<file path="src/bmma_pkg.sv">
// shared types, constants and helpers of the block matrix multiply-accumulate
package bmma_pkg;

  localparam int MAX_DIM     = 32;
  localparam int DIM_W       = $clog2(MAX_DIM + 1);
  localparam int CNT_W       = $clog2(MAX_DIM);
  localparam int STORE_WORDS = MAX_DIM * MAX_DIM;
  localparam int ADDR_W      = $clog2(STORE_WORDS);
  localparam int WORD_W      = 32;
  localparam int CFG_W       = 6;
  localparam int MODE_W      = 3;
  localparam int INDEX_W     = 10;
  localparam int PADDR_W     = 4;
  localparam int PDATA_W     = 32;

  // item modes
  localparam logic [MODE_W-1:0] MODE_WR_A  = 3'd0;
  localparam logic [MODE_W-1:0] MODE_WR_B  = 3'd1;
  localparam logic [MODE_W-1:0] MODE_MAC   = 3'd2;
  localparam logic [MODE_W-1:0] MODE_RD_C  = 3'd3;
  localparam logic [MODE_W-1:0] MODE_CLR_C = 3'd4;

  // register indexes
  localparam logic [1:0] REG_ROWS_A    = 2'd0;
  localparam logic [1:0] REG_INNER_DIM = 2'd1;
  localparam logic [1:0] REG_COLS_B    = 2'd2;

  localparam logic [CFG_W-1:0] DIM_RESET = CFG_W'(MAX_DIM);

  typedef struct packed {
    logic [MODE_W-1:0]         mode;
    logic [INDEX_W-1:0]        index;
    logic signed [WORD_W-1:0]  value;
  } item_t;

  typedef struct packed {
    logic signed [WORD_W-1:0]  read_value;
    logic                      op_done;
  } result_t;

  typedef struct packed {
    logic [DIM_W-1:0] n1;
    logic [DIM_W-1:0] n2;
    logic [DIM_W-1:0] n3;
  } dims_t;

  typedef struct packed {
    logic a_we;
    logic b_we;
    logic c_sel_item;
    logic mac_init;
    logic mac_issue;
    logic clr_write;
    logic res_load;
    logic res_ok;
    logic res_from_c;
  } dp_cmd_t;

  typedef struct packed {
    logic mac_last;
    logic pipe_empty;
    logic clr_last;
    logic dim_zero;
  } dp_sts_t;

  typedef enum logic [5:0] {
    S_IDLE  = 6'b000001,
    S_WIPE  = 6'b000010,
    S_CLEAR = 6'b000100,
    S_READ  = 6'b001000,
    S_MAC   = 6'b010000,
    S_DRAIN = 6'b100000
  } state_e;

  function automatic logic [DIM_W-1:0] clamp_dim(input logic [CFG_W-1:0] d);
    return (32'(d) > MAX_DIM) ? DIM_W'(MAX_DIM) : DIM_W'(d);
  endfunction

endpackage

</file>
<file path="src/bmma_ctrl.sv">
// controller state machine of the block matrix multiply-accumulate
module bmma_ctrl import bmma_pkg::*; (
  input  logic    clk_i,
  input  logic    rst_ni,
  input  logic    start_i,
  input  item_t   item_i,
  input  dp_sts_t sts_i,
  output dp_cmd_t cmd_o,
  output logic    busy_o
);

  state_e state_q, state_d;
  logic   in_range;

  assign in_range = 32'(item_i.index) < 32'(STORE_WORDS);
  assign busy_o   = state_q != S_IDLE;

  always_comb begin
    state_d = state_q;
    cmd_o   = '0;
    unique case (state_q)
      S_IDLE: begin
        cmd_o.c_sel_item = 1'b1;
        if (start_i) begin
          unique case (item_i.mode)
            MODE_WR_A: begin
              cmd_o.a_we     = in_range;
              cmd_o.res_load = 1'b1;
              cmd_o.res_ok   = in_range;
            end
            MODE_WR_B: begin
              cmd_o.b_we     = in_range;
              cmd_o.res_load = 1'b1;
              cmd_o.res_ok   = in_range;
            end
            MODE_MAC: begin
              if (sts_i.dim_zero) begin
                cmd_o.res_load = 1'b1;
                cmd_o.res_ok   = 1'b1;
              end else begin
                cmd_o.mac_init = 1'b1;
                state_d        = S_MAC;
              end
            end
            MODE_RD_C: begin
              if (in_range) begin
                state_d = S_READ;
              end else begin
                cmd_o.res_load = 1'b1;
              end
            end
            MODE_CLR_C: begin
              state_d = S_CLEAR;
            end
            default: begin
              cmd_o.res_load = 1'b1;
            end
          endcase
        end
      end
      S_WIPE: begin
        cmd_o.clr_write = 1'b1;
        if (sts_i.clr_last) begin
          state_d = S_IDLE;
        end
      end
      S_CLEAR: begin
        cmd_o.clr_write = 1'b1;
        if (sts_i.clr_last) begin
          cmd_o.res_load = 1'b1;
          cmd_o.res_ok   = 1'b1;
          state_d        = S_IDLE;
        end
      end
      S_READ: begin
        cmd_o.res_load   = 1'b1;
        cmd_o.res_ok     = 1'b1;
        cmd_o.res_from_c = 1'b1;
        state_d          = S_IDLE;
      end
      S_MAC: begin
        cmd_o.mac_issue = 1'b1;
        if (sts_i.mac_last) begin
          state_d = S_DRAIN;
        end
      end
      S_DRAIN: begin
        if (sts_i.pipe_empty) begin
          cmd_o.res_load = 1'b1;
          cmd_o.res_ok   = 1'b1;
          state_d        = S_IDLE;
        end
      end
      default: begin
        state_d = S_IDLE;
      end
    endcase
  end

  always_ff @(posedge clk_i or negedge rst_ni) begin
    if (!rst_ni) begin
      state_q <= S_WIPE;
    end else begin
      state_q <= state_d;
    end
  end

endmodule

</file>
<file path="config.mk">
export PLATFORM = sky130hd
export DESIGN_NAME = bmma_ctrl
export DESIGN_NICKNAME = d
export VERILOG_FILES = /design/src/bmma_pkg.sv /design/src/bmma_ctrl.sv
export SDC_FILE = /design/constraint.sdc
export NUM_CORES = 1
export LEC_CHECK = 0
export ABC_AREA = 1
export BUFFER_PORTS_ARGS = -buffer_cell sky130_fd_sc_hd__buf_4
export CAP_MARGIN = 15
export CORE_ASPECT_RATIO = 1.25
export CORE_UTILIZATION = 34
export CTS_BUF_LIST = sky130_fd_sc_hd__clkbuf_2
export DETAILED_ROUTE_END_ITERATION = 8
export GPL_ROUTABILITY_DRIVEN = 0
export PLACE_DENSITY = 0.8
export SYNTH_ARGS = -nofsm -noshare
export SYNTH_HDL_FRONTEND = slang
export SYNTH_SLANG_ARGS = --single-unit
</file>
<file path="constraint.sdc">
create_clock -name clk_i -period 1.8 [get_ports clk_i]
set_clock_uncertainty 0.2 [all_clocks]
set_input_delay 0.18 -clock clk_i [delete_from_list [all_inputs] [get_ports clk_i]]
set_output_delay 0.18 -clock clk_i [all_outputs]
set_load 0.02 [all_outputs]
</file>
==> summary.md, run 1 <==
| Metric | Value |
|---|---|
| Status | finished, violations left |
| Failing checks | negative setup slack |
| Syn. warnings | 0 |
| Die W | about 38 um |
| Initial antenna violation count | 0 |
| Post-synthesis xor/xnor area fraction | 0% |
| Synth Area in Adders | 0% |
| Synthesized area | 554 sq um |
| Top reg by flops | state_q |
| Clock transition at the registers of the reported paths | 70 ps |
| Syn Nets | about 130 |
| EDFF count, synth | 0 |
| Leakage | a little under 0.0005 uW |
| Required @ worst endpoint | between 1000 and 1500 ps |
| Fill count | 127 |
| CTS tree | done |
| Fin worst setup slack | -48.7 ps |
| FF+latch count, synth | 6 |
| Worst-skew pair later-pin latency | approximately 240 ps |
| Post-synthesis mux area share | 0% |
| Clock sinks | 6 |
| Arr. time, crit path | 1470 ps |
| First-pass GRT wire length | 2430 um |
| Vias in the first global route | 587 |
| Worst slew pin tran | 192 ps |
| Reg2Reg Depth | 8 |
| Largest net degree at the start of global routing | 8 |
| Largest family of logic cells by synthesized area | simple AND/OR/NAND/NOR gates |
| Hold WC Path Type | primary input to asynchronous set/reset pin |
| CP max stage cell | dfrtp_1 |
| Rel. slew slack | roughly 87% |
| P&R area growth vs syn | 70.0% |
| Pwr Density | 1330 nW/um^2 |
| Routed via count | 665 |
| Core Region | 1450 sq um |
| Drt drc | 0 |
| Post-synth top flop | dfrtp_1 |
| Cell breakdown of the critical path | nor2_4 > buf_6 > nand4_1 > o211a_1 > o21ai_1 > buf_4 |
| Synth Area in Compound Gates | slightly below 8% |
| Final Power | around 1300 uW |
| DR vias/cell | ~5.0 |
| Clk buf depth | 2 |
| Final HPWL DP | 1050 um |
| Maximum clock rate | 541 MHz |
| Synth top area cells | dfrtp_1, inv_1, nand3_1, nand2_1, nand2_2 |
| Row count | 15 |
| Post-Place Setup Slack | 125 ps |
| Critical path type | register to output port |
| Util after Layout | 65.2% |
| Largest register FFs | 6 |
| Synth unique cells | 21 |
| Startpoint Class | register |
| Clock Tree Root | clkbuf_2 |
| Worst Setup End Kind | output port |
| Max_cap viols | 0 |
| Die area | 1800 sq um |
| Routed Antenna Nets | 0 |
| Top Registers | state_q: 6 flops |
| Routed Wire Length | 1540 um |
| Peak supply drop | a little over 0.7 mV |
| Total clock buffers created by CTS | 3 |
| Worst-path maximum fanout | 3 |
| Final Setup Violations | 4 |
| First DRT Iteration DRCs | 13 |
| First drt pass iteration count | 4 |
| Most common cell in the netlist | inv_1 |
| Fraction of registers with async set/reset | 100% |
| Drt wl/cell | 11.5 um |
| Nets | 170 |
| Post-Synth Simple-Gate Area | 53.3% |
| Min cycle time layout | 1850 ps |
| Sequential area share after synthesis | a little over a quarter |
| Cell taking the most area after synthesis | dfrtp_1 |
| N_diodes | 0 |
| Syn Area/Cell | between 6 and 7 sq um |
| Starting Density | a little under two fifths |
| Most frequent cells after synthesis | inv_1, nand2_1, nand3_1 |
| Top-area cell type share of the netlist area | approximately 23% |
| IO Pins | 62 |
| Post-Syn Instances | 82 |
| Final Max Tran Viols | 0 |
| Die H | 47.1 um |
| Grt ovf | 0 |
| CP max stage delay | 410 ps |
| CTS H-tree depth | 1 |
| RSZ-0062 raised after global routing | true |
| GRT Util Overall | 20.0% |
| Layout cells sized above 1 | 57.3% |
| Port Buffers | 19 |
| Final period util | 103% |
| Final hold violation count | 0 |
[per-stage QoR]
| stage | setup TNS (ps) | cell area [sq um] | std cells | hold WS, ps |
|---|---|---|---|---|
| CTS | -49.9 | 842 | 130 | 58.3 |
| finish | -92.5 | 942 | 134 | 75.2 |
| floorplan | -24.0 | 554 | 82 | -316 |
| global route | -425 | 942 | 134 | 70.7 |
| detailed placement | 0 | 726 | 119 | -209 |
| global placement | 0 | 726 | 119 | -212 |
[layout by cell type (no fill, tap or decap), types with 4 or more instances in the layout]
cell type	n
buf_6	11
nand3_1	7
nand3_2	4
inv_2	6
nand2_1	10
nand4_1	5
nor2_4	6
inv_1	11
clkbuf_2	4
nand2_2	5
nor2_1	8
buf_4	19
[worst paths after layout]
kind                             from          to  slack, ps
max                        state_q[5]    cmd_o[1]        -50
min                            rst_ni  state_q[5]         80
max reg2reg                state_q[2]  state_q[2]        110
min reg2reg                state_q[2]  state_q[2]        370
max in group asynchronous      rst_ni  state_q[1]       1110
min in group clk_i           sts_i[3]  state_q[4]         80
[kinds of logic after synthesis]
group,Yosys count
flops,6
compound gates,6
simple gates,53
buf+inv,17
[layer usage]
metal	GRT usage (%)	share of wire [%]
met2	35.6	53
met3	4.27	5.2
met1	21.9	40
met5	0	0
met4	10.7	2.0
[what timing repair did]
action                     4_1_cts  5_1_grt
hold buffers                     1        0
buffers inserted                 6        4
setup endpoints to repair        5       10
pin swaps                        5       10
hold endpoints to repair         6        0
gates resized for setup         12       21
[final cells by class]
cell class | instances | area (sq um) | area share [%]
Tap cell | 17 | 21.3 | 2.26
Inverter | 17 | 63.8 | 6.77
Multi-Input combinational cell | 59 | 405 | 43.0
Timing Repair Buffer | 31 | 277 | 29.3
Sequential cell | 6 | 155 | 16.5
Clock buffer | 4 | 20.0 | 2.12
[critical path: cells and delay by family, from the launching register on]
kind            cells  cell delay (ps)
buf+inv             2              280
flops               1              410
simple gates        2              280
compound gates      2              250
[report_power, final]
part	total, uW	internal [uW]	leakage (uW)	switching [uW]
clock	115	58.9	0.0000166	56.6
sequential	212	169	0.0000713	43.3
combinational	930	426	0.000407	504
total	1260	654	0.000495	604
Note: power is estimated with default switching activity, not from simulation.
==> run 2, diff against run 1 <==
--- a/config.mk
+++ b/config.mk
@@ -9,11 +9,12 @@
 export BUFFER_PORTS_ARGS = -buffer_cell sky130_fd_sc_hd__buf_4
 export CAP_MARGIN = 15
 export CORE_ASPECT_RATIO = 1.25
+export CORE_MARGIN = 10
 export CORE_UTILIZATION = 34
 export CTS_BUF_LIST = sky130_fd_sc_hd__clkbuf_2
 export DETAILED_ROUTE_END_ITERATION = 8
 export GPL_ROUTABILITY_DRIVEN = 0
-export PLACE_DENSITY = 0.8
+export PLACE_DENSITY = 0.84
 export SYNTH_ARGS = -nofsm -noshare
 export SYNTH_HDL_FRONTEND = slang
 export SYNTH_SLANG_ARGS = --single-unit
==> summary.md, run 2 (synthesized netlist as in run 1, its figures left out) <==
| Metric | Value |
|---|---|
| Startpoint Class | register |
| CTS tree | done |
| Sequential cell area | 153 sq um (-1.6%) |
| Post-DP Area | 727 sq um (+0.17%) |
| Fin worst setup slack | -74.3 ps (-25.6 ps) |
| Die H | 65.1 um (+38%) |
| Final period util | 104% (+1.4 points) |
| First-pass GRT wire length | 2900 um (+20%) |
| Post-Place Setup Slack | 113 ps (-12.0 ps) |
| Clock transition at the registers of the reported paths | 90 ps (+20 ps) |
| Crit path top cell by count | nor2_4 |
| Routed via count | 715 (+7.5%) |
| Maximum clock rate | 534 MHz (-1.4%) |
| Worst Setup End Kind | output port |
| Max_cap viols | 0 (unchanged) |
| N_diodes | 0 (unchanged) |
| Status | finished, violations left |
| Starting Density | 35.5% (-2.9 points) |
| Total clock buffers created by CTS | 3 (unchanged) |
| First DRT Iteration DRCs | 11 (-2) |
| Routed Antenna Nets | 0 (unchanged) |
| Clock Tree Root | clkbuf_2 |
| Largest net degree at the start of global routing | 8 (unchanged) |
| Leakage | 0.000522 uW (+5.4%) |
| Row count | 16 (+1) |
| Cell breakdown of the critical path | nor2_4 > nand3_4 > nor2_4 > nand2_2 > nor3_2 > buf_4 |
| P&R area growth vs syn | 71.3% |
| RSZ-0062 raised after global routing | true |
| Clock sinks | 6 (unchanged) |
| Core Region | 1560 sq um (+8.1%) |
| Worst slew pin tran | 228 ps (+36.8 ps) |
| Initial antenna violation count | 0 (unchanged) |
| Final Max Tran Viols | 0 (unchanged) |
| First drt pass iteration count | 4 (unchanged) |
| Top reg by flops | state_q |
| Vias in the first global route | 747 (+27%) |
| Worst hold slack | 83.6 ps (+8.38 ps) |
| Largest register FFs | 6 (unchanged) |
| CP max stage delay | 420 ps (about the same) |
| Port Buffers | 19 (unchanged) |
| Drt wl/cell | 13.5 um (+17%) |
| Layout cells sized above 1 | 56.5% (-0.81 points) |
| Min cycle time layout | 1870 ps (+25.6 ps) |
| DR vias/cell | 5.04 (+1.5%) |
| Failing checks | negative setup slack |
| CP max stage cell | dfrtp_1 |
| Pwr Density | 1370 nW/um^2 (+2.4%) |
| Top Registers | state_q: 6 flops |
| Clk buf depth | 2 (unchanged) |
| Util after Layout | 60.8% (-4.4 points) |
| Commonest non-fill, non-tap cells in the layout | buf_4, inv_1, nand2_1 |
| Nets | 177 (+4.1%) |
| Final Setup Violations | 6 (+2) |
| IO Pins | 62 (unchanged) |
| Arr. time, crit path | 1490 ps (+20 ps) |
| Routed Wire Length | 1910 um (+24%) |
| Drt drc | 0 (unchanged) |
| Worst path buffer plus inverter count | 1 (-1) |
| Most common cell after layout, fill and taps aside | buf_4 |
| Design Area, Final | 950 sq um (+0.80%) |
| Grt ovf | 0 (unchanged) |
| Die area | 3660 sq um (+100%) |
| Hold WC Path Type | primary input to asynchronous set/reset pin |
| Worst-path maximum fanout | 5 (+2) |
| Worst-skew pair later-pin latency | 250 ps (about the same) |
| Required @ worst endpoint | 1420 ps (about the same) |
| Peak supply drop | 0.727 mV (+2.7%) |
| Die W | 56.1 um (+47%) |
| Area of the multi-input gates | 388 sq um (-4.3%) |
| CTS H-tree depth | 1 (unchanged) |
| GRT Util Overall | 9.63% (-10 points) |
| Family with the most delay on the worst path | simple AND/OR/NAND/NOR gates |
| Rel. slew slack | 84.6% (-2.6 points) |
| Final hold violation count | 0 (unchanged) |
| Final HPWL DP | 1230 um (+17%) |
| Final Power | 1300 uW (+3.2%) |
| Fill count | 146 (+15%) |
| Critical path type | register to output port |
run 2: worst paths after layout:
kind                                 start          to  slack (ps)  depth (start not counted)
worst min-delay path                rst_ni  state_q[3]          80                          2
worst max register to register  state_q[2]  state_q[5]          50                         11
min in group clk_i                sts_i[3]  state_q[4]          90                          4
worst max-delay path            state_q[5]    cmd_o[7]         -70                          6
worst min register to register  state_q[1]  state_q[1]         320                          2
max in group asynchronous           rst_ni  state_q[1]        1090                          2
run 2: metal layers:
layer / GRT usage, % / up-vias / wire length [um]
met5: 0 / - / 0
met4: 7.83 / 0 / 95
met3: 2.31 / 12 / 112
met2: 18.8 / 29 / 1040
met1: 8.03 / 326 / 664
li1: - / 348 / -
run 2: through the flow:
step | cells | TNS [ps]
after floorplan | 82 | -24.0
after global placement | 120 | 0
after detailed placement | 120 | 0
after CTS | 135 | -38.5
after global routing | 142 | -714
final | 142 | -282
run 2: where the power goes:
group / internal, uW / switching [uW] / leakage, uW / total [uW]
combinational: 466 / 506 / 0.000431 / 973
sequential: 165 / 39.1 / 0.0000736 / 204
clock: 58.9 / 61.5 / 0.0000166 / 120
total: 691 / 607 / 0.000522 / 1300
run 2: what timing repair did:
item	4_1_cts	5_1_grt
buffers inserted	10	7
endpoints found under the setup margin	4	7
hold endpoints to repair	6	0
cloned	0	0
gates resized for setup	9	11
pin swaps	6	6
hold buffers	1	0
run 2: final cells by class:
type / instances / share of cell area [%]
multi-input cells: 59 / 40.8
repair buffers: 38 / 31.9
flip-flops and latches: 6 / 16.1
inverters: 17 / 6.72
well taps: 18 / 2.37
clock buffers: 4 / 2.11
==> run 3, diff against run 2 <==
--- a/config.mk
+++ b/config.mk
@@ -11,7 +11,7 @@
 export CORE_ASPECT_RATIO = 1.25
 export CORE_MARGIN = 10
 export CORE_UTILIZATION = 34
-export CTS_BUF_LIST = sky130_fd_sc_hd__clkbuf_2
+export CTS_BUF_LIST = sky130_fd_sc_hd__clkbuf_2 sky130_fd_sc_hd__clkbuf_4 sky130_fd_sc_hd__clkbuf_8
 export DETAILED_ROUTE_END_ITERATION = 8
 export GPL_ROUTABILITY_DRIVEN = 0
 export PLACE_DENSITY = 0.84
==> summary.md, run 3 (synthesized netlist as in run 1, its figures left out) <==
| Metric | Value |
|---|---|
| Clock Tree Root | clkbuf_4 |
| Final hold violation count | 0 (unchanged) |
| Startpoint Class | register |
| CP max stage delay | 410 ps (about the same) |
| Top Registers | state_q: 6 flops |
| Final Max Tran Viols | 0 (unchanged) |
| Inst Count DP | 120 (unchanged) |
| Port Buffers | 19 (unchanged) |
| Max_cap viols | 0 (unchanged) |
| Pwr Density | 1400 nW/um^2 (+2.4%) |
| Peak supply drop | 0.938 mV (+29%) |
| Row count | 16 (unchanged) |
| Maximum clock rate | 534 MHz (+0.12%) |
| Core Region | 1560 sq um (unchanged) |
| Commonest non-fill, non-tap cells in the layout | buf_4, inv_1, nand2_1 |
| Rel. slew slack | 84.7% (about the same) |
| Worst-skew pair later-pin latency | 260 ps (about the same) |
| First DRT Iteration DRCs | 18 (+7) |
| Die H | 65.1 um (unchanged) |
| Final period util | 104% (-0.12 points) |
| Cell breakdown of the critical path | nor2_4 > buf_4 > buf_4 > buf_4 > nand2_2 > nor2_4 > buf_4 |
| IO Pins | 62 (unchanged) |
| Area of the multi-input gates | 402 sq um (+3.5%) |
| First drt pass iteration count | 4 (unchanged) |
| Layout cells sized above 1 | 56.8% (+0.35 points) |
| Grt ovf | 0 (unchanged) |
| Final Setup Violations | 7 (+1) |
| Required @ worst endpoint | 1420 ps (about the same) |
| Failing checks | negative setup slack |
| Final Power | 1380 uW (+6.5%) |
| Vias in the first global route | 754 (+0.94%) |
| CTS H-tree depth | 1 (unchanged) |
| Clk buf depth | 2 (unchanged) |
| N_diodes | 0 (unchanged) |
| First-pass GRT wire length | 3010 um (+3.6%) |
| Worst R2R Setup Slack | 50 ps (about the same) |
| Largest register FFs | 6 (unchanged) |
| DR vias/cell | 4.95 (-1.7%) |
| Initial antenna violation count | 0 (unchanged) |
| Routed Wire Length | 1890 um (-0.99%) |
| Total clock buffers created by CTS | 3 (unchanged) |
| Worst Setup End Kind | output port |
| Worst R2R Start | state_q[1] |
| Nets | 178 (+0.56%) |
| Clock transition at the registers of the reported paths | 60 ps (-30 ps) |
| Min cycle time layout | 1870 ps (-2.16 ps) |
| Worst slew pin tran | 227 ps (-1.08 ps) |
| Status | finished, violations left |
| Crit path top cell by count | buf_4 |
| Routed Antenna Nets | 0 (unchanged) |
| Largest net degree at the start of global routing | 8 (unchanged) |
| Worst Setup SP | state_q[5] |
| Top reg by flops | state_q |
| RSZ-0062 raised after global routing | true |
| Fin worst setup slack | -72.1 ps (+2.16 ps) |
| Drt drc | 0 (unchanged) |
| CP max stage cell | dfrtp_1 |
| Post-Place Setup Slack | 113 ps (unchanged) |
| Routed via count | 708 (-0.98%) |
| Drt wl/cell | 13.2 um (-1.7%) |
| Leakage | 0.000535 uW (+2.6%) |
| Most common cell after layout, fill and taps aside | buf_4 |
| GRT Util Overall | 9.98% (+0.35 points) |
| Clock sinks | 6 (unchanged) |
| Fill count | 138 (-5.5%) |
| Setup TNS | -363 ps (-81.3 ps) |
| Sequential cell area | 151 sq um (-0.82%) |
| Critical path type | register to output port |
| CTS tree | done |
| Non-Filler Instances | 143 (+0.70%) |
| Hold WC Path Type | primary input to asynchronous set/reset pin |
| P&R area growth vs syn | 78.1% |
| Die W | 56.1 um (unchanged) |
| Final HPWL DP | 1230 um (unchanged) |
| Die area | 3660 sq um (unchanged) |
| Worst-path maximum fanout | 5 (unchanged) |
| Arr. time, crit path | 1490 ps (about the same) |
| Starting Density | 35.5% (unchanged) |
| Util after Layout | 63.2% (+2.4 points) |
-- run 3: path summary, 6_finish.rpt --
check,end,cells after the start
worst max-delay path,cmd_o[6],7
worst max register to register,state_q[2],11
min in group clk_i,state_q[4],4
worst min register to register,state_q[1],2
worst min-delay path,state_q[0],2
max in group asynchronous,state_q[1],2
-- run 3: critical path: cells and delay by family (launching register included) --
kind / cells / cell delay [ps]
simple gates: 3 / 350
buf+inv: 4 / 470
flops: 1 / 410
-- run 3: power breakdown --
part	internal (uW)	switching [uW]	leakage (uW)
clock	99.9	61.9	0.0000184
combinational	491	527	0.000441
sequential	165	36.6	0.0000752
total	756	625	0.000535
-- run 3: repair_timing --
action / CTS / global route
resized for setup: 11 / 12
hold endpoints to repair: 6 / 0
setup buffers: 10 / 8
endpoints found under the setup margin: 4 / 11
pin swaps: 6 / 6
hold buffers: 1 / 0
-- run 3: cell type report --
cell class                      instances  share of cell area, %
Clock buffer                            4                   3.04
Inverter                               17                   6.46
Multi-Input combinational cell         59                   40.7
Sequential cell                         6                   15.3
Tap cell                               18                   2.28
Timing Repair Buffer                   39                   32.2
-- run 3: layer usage --
| layer | part of all wire [%] | GRT usage [%] | up-vias |
|---|---|---|---|
| met5 | 0 | 0 | - |
| met4 | 3.7 | 8.73 | 0 |
| met3 | 6.1 | 2.31 | 6 |
| met2 | 55 | 18.8 | 27 |
| met1 | 35 | 8.68 | 325 |
| li1 | - | - | 350 |
-- run 3: stage by stage --
stage	hold WS, ps	area, sq um
after floorplan	-316	554
after global placement	-213	727
after detailed placement	-209	727
after CTS	76.0	882
after global routing	66.7	987
final	71.9	987
